===== src/ple_pkg.sv =====
// shared types and codes for the positional list engine
package ple_pkg;

	localparam logic [1:0] CMD_INSERT = 2'd0;
	localparam logic [1:0] CMD_DELETE = 2'd1;
	localparam logic [1:0] CMD_LOCATE = 2'd2;
	localparam logic [1:0] CMD_GET    = 2'd3;

	localparam logic [1:0] ST_OK        = 2'd0;
	localparam logic [1:0] ST_BAD_POS   = 2'd1;
	localparam logic [1:0] ST_FULL      = 2'd2;
	localparam logic [1:0] ST_NOT_FOUND = 2'd3;

	typedef struct packed {
		logic [1:0]         cmd;
		logic [6:0]         position;
		logic signed [31:0] value;
	} ple_in_t;

	typedef struct packed {
		logic [1:0]         status;
		logic signed [31:0] data;
		logic [5:0]         found_at;
		logic [6:0]         count;
	} ple_out_t;

endpackage


===== src/positional_list_engine_core.sv =====
// ordered list of words in a single-port-read store with a shift sequencer
//
//  channel   signals            handshake
//  command   start, req, busy   word taken when start is high and busy is low
//  result    done, rsp          word valid for one cycle while done is high
//
// a rejected command or a locate on an empty list is answered without a walk;
// get reads one entry, delete and insert walk the entries from the position to
// the list end, and locate walks from the head to the first match or the end.
// shifts and searches walk one entry per cycle through the registered read port.
// reset clears state, length, walk count and flags; entries are written before read.
// done pulses once and busy drops in that cycle: the receiver cannot stall.
module positional_list_engine_core
	import ple_pkg::*;
#(
	parameter int CAPACITY = 64
) (
	input  logic     clk,
	input  logic     arst_n,
	input  logic     start,
	input  ple_in_t  req,
	output logic     busy,
	output logic     done,
	output ple_out_t rsp
);

	localparam int IW = (CAPACITY > 1) ? $clog2(CAPACITY) : 1;
	localparam int LW = $clog2(CAPACITY + 1);
	localparam int CW = (LW > 7) ? LW : 7;

	localparam logic [2:0] S_IDLE = 3'd0;
	localparam logic [2:0] S_INS  = 3'd1;
	localparam logic [2:0] S_DEL  = 3'd2;
	localparam logic [2:0] S_LOC  = 3'd3;
	localparam logic [2:0] S_GET  = 3'd4;

	logic [31:0]   mem [CAPACITY];
	logic [31:0]   rdata_s1;
	logic          rv_s1;
	logic [IW-1:0] ra_s1;

	logic [2:0]    state_q, state_d;
	logic [LW-1:0] len_q, len_d;
	logic [LW-1:0] rem_q, rem_d;
	logic [IW-1:0] rd_ptr_q, rd_ptr_d;
	logic [6:0]    pos_q, pos_d;
	logic [31:0]   val_q, val_d;
	logic [31:0]   data_q, data_d;
	logic          done_q, done_d;
	ple_out_t      rsp_q, rsp_d;

	logic          rd_en;
	logic          we;
	logic [IW-1:0] wa;
	logic [31:0]   wd;
	logic [CW-1:0] pos_ext, len_ext;

	assign pos_ext = CW'(req.position);
	assign len_ext = CW'(len_q);
	assign rd_en   = (state_q != S_IDLE) && (rem_q != '0);

	always_comb begin
		state_d  = state_q;
		len_d    = len_q;
		rem_d    = rem_q;
		rd_ptr_d = rd_ptr_q;
		pos_d    = pos_q;
		val_d    = val_q;
		data_d   = data_q;
		done_d   = 1'b0;
		rsp_d    = rsp_q;
		we       = 1'b0;
		wa       = ra_s1;
		wd       = rdata_s1;

		// read issue: insert walks down, everything else walks up
		if (rd_en) begin
			rem_d    = rem_q - LW'(1);
			rd_ptr_d = (state_q == S_INS) ? rd_ptr_q - IW'(1) : rd_ptr_q + IW'(1);
		end

		unique case (state_q)
			S_IDLE: begin
				if (start) begin
					pos_d           = req.position;
					val_d           = req.value;
					rsp_d.status    = ST_OK;
					rsp_d.data      = '0;
					rsp_d.found_at  = '0;
					rsp_d.count     = 7'(len_q);
					unique case (req.cmd)
						CMD_INSERT: begin
							if (pos_ext > len_ext) begin
								rsp_d.status = ST_BAD_POS;
								done_d       = 1'b1;
							end else if (len_q == LW'(CAPACITY)) begin
								rsp_d.status = ST_FULL;
								done_d       = 1'b1;
							end else begin
								state_d  = S_INS;
								rd_ptr_d = IW'(len_q - LW'(1));
								rem_d    = LW'(len_ext - pos_ext);
							end
						end
						CMD_DELETE: begin
							if (pos_ext >= len_ext) begin
								rsp_d.status = ST_BAD_POS;
								done_d       = 1'b1;
							end else begin
								state_d  = S_DEL;
								rd_ptr_d = IW'(req.position);
								rem_d    = LW'(len_ext - pos_ext);
							end
						end
						CMD_LOCATE: begin
							if (len_q == '0) begin
								rsp_d.status = ST_NOT_FOUND;
								done_d       = 1'b1;
							end else begin
								state_d  = S_LOC;
								rd_ptr_d = '0;
								rem_d    = len_q;
							end
						end
						CMD_GET: begin
							if (pos_ext >= len_ext) begin
								rsp_d.status = ST_BAD_POS;
								done_d       = 1'b1;
							end else begin
								state_d  = S_GET;
								rd_ptr_d = IW'(req.position);
								rem_d    = LW'(1);
							end
						end
						default: ;
					endcase
				end
			end
			S_INS: begin
				if (rv_s1) begin
					we = 1'b1;
					wa = ra_s1 + IW'(1);
				end else if (rem_q == '0) begin
					// hole is open at the position, drop the new word in
					we          = 1'b1;
					wa          = IW'(pos_q);
					wd          = val_q;
					len_d       = len_q + LW'(1);
					rsp_d.count = 7'(len_q + LW'(1));
					done_d      = 1'b1;
					state_d     = S_IDLE;
				end
			end
			S_DEL: begin
				if (rv_s1) begin
					if (ra_s1 == IW'(pos_q)) begin
						data_d = rdata_s1;
					end else begin
						we = 1'b1;
						wa = ra_s1 - IW'(1);
					end
				end else if (rem_q == '0) begin
					len_d       = len_q - LW'(1);
					rsp_d.data  = data_q;
					rsp_d.count = 7'(len_q - LW'(1));
					done_d      = 1'b1;
					state_d     = S_IDLE;
				end
			end
			S_LOC: begin
				if (rv_s1 && (rdata_s1 == val_q)) begin
					rsp_d.found_at = 6'(ra_s1);
					done_d         = 1'b1;
					state_d        = S_IDLE;
				end else if (!rv_s1 && (rem_q == '0)) begin
					rsp_d.status = ST_NOT_FOUND;
					done_d       = 1'b1;
					state_d      = S_IDLE;
				end
			end
			S_GET: begin
				if (rv_s1) begin
					rsp_d.data = rdata_s1;
					done_d     = 1'b1;
					state_d    = S_IDLE;
				end
			end
			default: begin
				state_d = S_IDLE;
			end
		endcase
	end

	// store: one write and one registered read per cycle
	always_ff @(posedge clk) begin
		if (we) begin
			mem[wa] <= wd;
		end
		if (rd_en) begin
			rdata_s1 <= mem[rd_ptr_q];
		end
	end

	always_ff @(posedge clk or negedge arst_n) begin
		if (!arst_n) begin
			state_q <= S_IDLE;
			len_q   <= '0;
			rem_q   <= '0;
			rv_s1   <= 1'b0;
			done_q  <= 1'b0;
		end else begin
			state_q <= state_d;
			len_q   <= len_d;
			rem_q   <= rem_d;
			rv_s1   <= rd_en;
			done_q  <= done_d;
		end
	end

	always_ff @(posedge clk) begin
		rd_ptr_q <= rd_ptr_d;
		ra_s1    <= rd_ptr_q;
		pos_q    <= pos_d;
		val_q    <= val_d;
		data_q   <= data_d;
		rsp_q    <= rsp_d;
	end

	assign busy = (state_q != S_IDLE);
	assign done = done_q;
	assign rsp  = rsp_q;

endmodule


===== config.mk =====
export PLATFORM = sky130hd
export DESIGN_NAME = positional_list_engine_core
export DESIGN_NICKNAME = d
export VERILOG_FILES = /design/src/ple_pkg.sv /design/src/positional_list_engine_core.sv
export SDC_FILE = /design/constraint.sdc
export NUM_CORES = 2
export LEC_CHECK = 0
export BUFFER_PORTS_ARGS = -buffer_cell sky130_fd_sc_hd__buf_2
export CAP_MARGIN = 30
export CORE_UTILIZATION = 35
export DETAILED_ROUTE_END_ITERATION = 10
export GPL_TIMING_DRIVEN = 1
export PLACE_DENSITY = 0.61
export SLEW_MARGIN = 20
export SYNTH_ARGS = -nofsm -noshare
export SYNTH_HDL_FRONTEND = slang
export SYNTH_SLANG_ARGS = --single-unit

===== constraint.sdc =====
create_clock -name clk -period 9.3 [get_ports clk]
set_input_delay 0.93 -clock clk [delete_from_list [all_inputs] [get_ports clk]]
set_output_delay 0.93 -clock clk [all_outputs]
set_load 0.02 [all_outputs]

==> flow_summary_export.csv <==
group,metric,value,unit
pwr,p_comb_share,29.2,%
yosys,ys_types,76,
placement,place_congestion,0.881,
final_layout,stdcell_area,99100,sq um
routing,drt_drc_violations_left,0,
worst_setup_path,required,9.79,ns
pwr,swShare,33.2,%
hold_path,hp-class,"in -> async",
clock_tree,numCtsBuffers,212,
routing,vias_per_cell,5.63,
global_routing,first_global_vias,41000,
final_layout,layout-drive-gt1-share,31.9,%
worst_setup_path,arrival,5.08,ns
yosys,async_reset_ff_share,0.853,%
die,rows,182,
placement,placed_cell_area,92000,sq um
routing,final_antenna_net_count,0,
clock_tree,cts_resized,0,
placement,place_hpwl,134000,um
routing,totalWireLength,223000,um
clock_tree,clock-sinks,2228,
pwr,clkPwrFrac,27.4,%
die,start_util,35.2,%
timing,setup_violations,0,
die,die_area,250000,sq um
pwr,p_per_area,317,nW/um^2
timing,finClkSkew,0.0650,ns
die,die_w,500,um
timing,hold_viol,0,
clock_tree,root_buffer,"clkbuf_16",
pwr,p_int,21000,uW
timing,fmax,0.218,GHz
timing,maxSlewViolCount,0,
clock_tree,cts_max_path_buffers,3,
yosys,synth-edff-count,2197,
final_layout,area_growth,14.3,%
timing,tightest_slew,1.04,ns
pwr,power.switching,10500,uW
global_routing,grt-ovfl-total,0,
yosys,synth_area_per_cell,23.0,sq um
clock_tree,cts_tree,"done",
timing,tns,0,ns
yosys,seq_area_frac_synth,76.9,%
timing,fin_crit,4.59,ns
worst_setup_path,path_class,"reg -> reg",
clock_tree,clkLatencyLatePin,0.87,ns
pwr,leakagePower,0.0303,uW
worst_setup_path,critPathCaptureType,"register",
routing,dr.pass1.iters,7,
timing,finalCritPeriodShare,49.4,%
placement,portBuffers,92,
global_routing,grt_pass1_wl,318000,um
global_routing,grt_usage,17.8,%
yosys,syn_inst,3768,
routing,vias,41700,
pwr,seq_power_share,43.4,%
status,outcome,"complete, no violations",
global_routing,antenna_found_initial,11,
yosys,syn-num-nets,3832,
yosys,syn-cell-area,86700,sq um
clock_tree,path_clk_slew,0.07,ns
timing,rsz0062_at_grt,"no",
clock_tree,post-cts-setup-buffers,0,
yosys,ys_seq_elements,2228,
worst_setup_path,critPathMaxFanout,34,
worst_setup_path,startpoint_type,"register",
routing,wl_per_cell,30.1,um
die,io-pin-count,93,
clock_tree,cts_hold_buf,0,
final_layout,fin_nets,4064,
pwr,peakVddDrop,0.308,mV
final_layout,final_core_util,40.3,%
routing,drtIter0Drc,5843,
die,die_y,500,um
yosys,synth_top_flop_cell,"edfxtp_1",
yosys,yosys_warnings,0,
timing,relSlewSlack,30.9,%
global_routing,grt_max_degree,134,
final_layout,diodes,0,
die,core_area,246000,sq um
job,maxCapViolCount,0,
clock_tree,cts_max_level,4,
-- metrics by stage --
stage	instances	setup WS, ns	hold WS (ns)	total power (uW)
floorplan	3768	3.67	0.329	18900
global placement	6998	4.72	0.515	22900
detailed placement	6999	4.63	0.527	23000
CTS	7399	4.56	0.0216	31600
global route	7406	4.55	0.0614	32400
finish	7406	4.71	0.0675	31400
-- cells in the mapped netlist, types with 8 or more instances --
master    instances  area, sq um
o211ai_1         11         82.6
a21oi_1          19         95.1
edfxtp_1       2197        66000
buf_2            15         75.1
nand2_1          70          263
nor2_1           54          203
o21ai_0          37          185
buf_1            49          184
inv_1            26         97.6
ha_1             19          238
nor2b_1           8         50.1
nand4_1          18          113
nand3_1          11         55.1
nor3_1           12         60.1
mux2_2           38          428
and3_1            9         56.3
xnor2_1          46          403
mux4_2          640        14400
a22o_1           34          298
a22oi_1          67          503
dfxtp_1          12          240
clkbuf_1        155          582
xor2_1           20          175
dfrtp_1          19          475
nor4_1           69          432
-- critical path, stage by stage (launching register included) --
cell and delay (ns):
dfrtp_1 0.73, nor3b_2 0.59, buf_4 0.27, nand2_2 0.07, buf_4 0.36, o211ai_2 0.32, nand4_1 0.80, nor4_2 0.46
buf_4 0.51
-- cell families after synthesis --
family	count (synthesis)	share of synthesized area, %
buf+inv	246	1.09
simple gates	279	1.70
compound gates	244	2.10
xor+xnor	66	0.667
flops	2228	76.9
fa+ha+maj	20	0.297
mux	685	17.2
-- area by class of cell --
class | count | area, sq um
Clock buffer | 248 | 5460
Clock inverter | 152 | 1480
Fill cell | 21400 | 147000
Inverter | 27 | 101
Multi-Input combinational cell | 1294 | 19600
Sequential cell | 2228 | 66700
Tap cell | 3220 | 4030
Timing Repair Buffer | 237 | 1730
-- path summary, 6_finish.rpt --
kind / start / end / slack, ns / depth (start not counted)
max in group asynchronous: arst_n / rem_q[3]$_DFF_PN0_ / 8.84 / 1
min: arst_n / state_q[0]$_DFFE_PN0P_ / 0.07 / 1
max reg2reg: state_q[0]$_DFFE_PN0P_ / mem[20][20]$_DFFE_PP_ / 4.71 / 8
min in group clk: req[28] / val_q[28]$_DFFE_PP_ / 0.25 / 1
min reg2reg: data_q[18]$_DFFE_PP_ / rsp[31]$_DFFE_PP_ / 0.54 / 1
max: state_q[0]$_DFFE_PN0P_ / mem[20][20]$_DFFE_PP_ / 4.71 / 8
-- sequential cells by signal, indices dropped and copies added (netlist names) --
name	cells
mem	2048
rsp	47
data_q	32
rdata_s1	32
val_q	32
len_ext	7
rem_q	7
pos_q	6
ra_s1	6
rd_ptr_q	6
state_q	3
done	1
rv_s1	1
-- placed cells by master (no fill, tap or decap), types with 6 or more instances in the layout --
cell / count
nand4_1: 18
clkinv_1: 46
buf_2: 92
mux4_2: 640
o221ai_1: 7
dfrtp_1: 19
bufinv_16: 20
a21oi_1: 18
xor2_1: 20
ha_1: 19
inv_1: 25
nand3_1: 10
o21a_1: 7
o21ai_0: 37
nor3_1: 11
nor2_1: 51
mux2_2: 22
and3_1: 8
mux2i_1: 6
a22oi_1: 67
dfxtp_1: 8
a22o_1: 34
clkinv_2: 58
clkinvlp_4: 10
clkbuf_1: 35
edfxtp_1: 2197
xnor2_1: 46
o211ai_1: 11
mux2_4: 16
buf_4: 131
clkbuf_16: 213
buf_12: 9
nor4_2: 65
nand2_1: 70
o21bai_1: 6
-- power groups by stage --
| stage | Combinational [uW] | Clock [uW] | Sequential [uW] |
|---|---|---|---|
| floorplan | 5420 | 0 | 13500 |
| global placement | 9070 | 0 | 13800 |
| detailed placement | 9210 | 0 | 13800 |
| CTS | 9220 | 8770 | 13600 |
| global route | 9650 | 9120 | 13700 |
| finish | 9190 | 8620 | 13600 |
-- routing by layer --
| layer | global-route usage (%) | vias up | routed length [um] |
|---|---|---|---|
| met5 | 0 | - | 13 |
| met4 | 4.17 | 2 | 4560 |
| met3 | 3.44 | 266 | 19900 |
| met2 | 26.4 | 1982 | 102000 |
| met1 | 26.9 | 22800 | 96900 |
| li1 | - | 16700 | - |
Power figures use the tool's default switching activity.
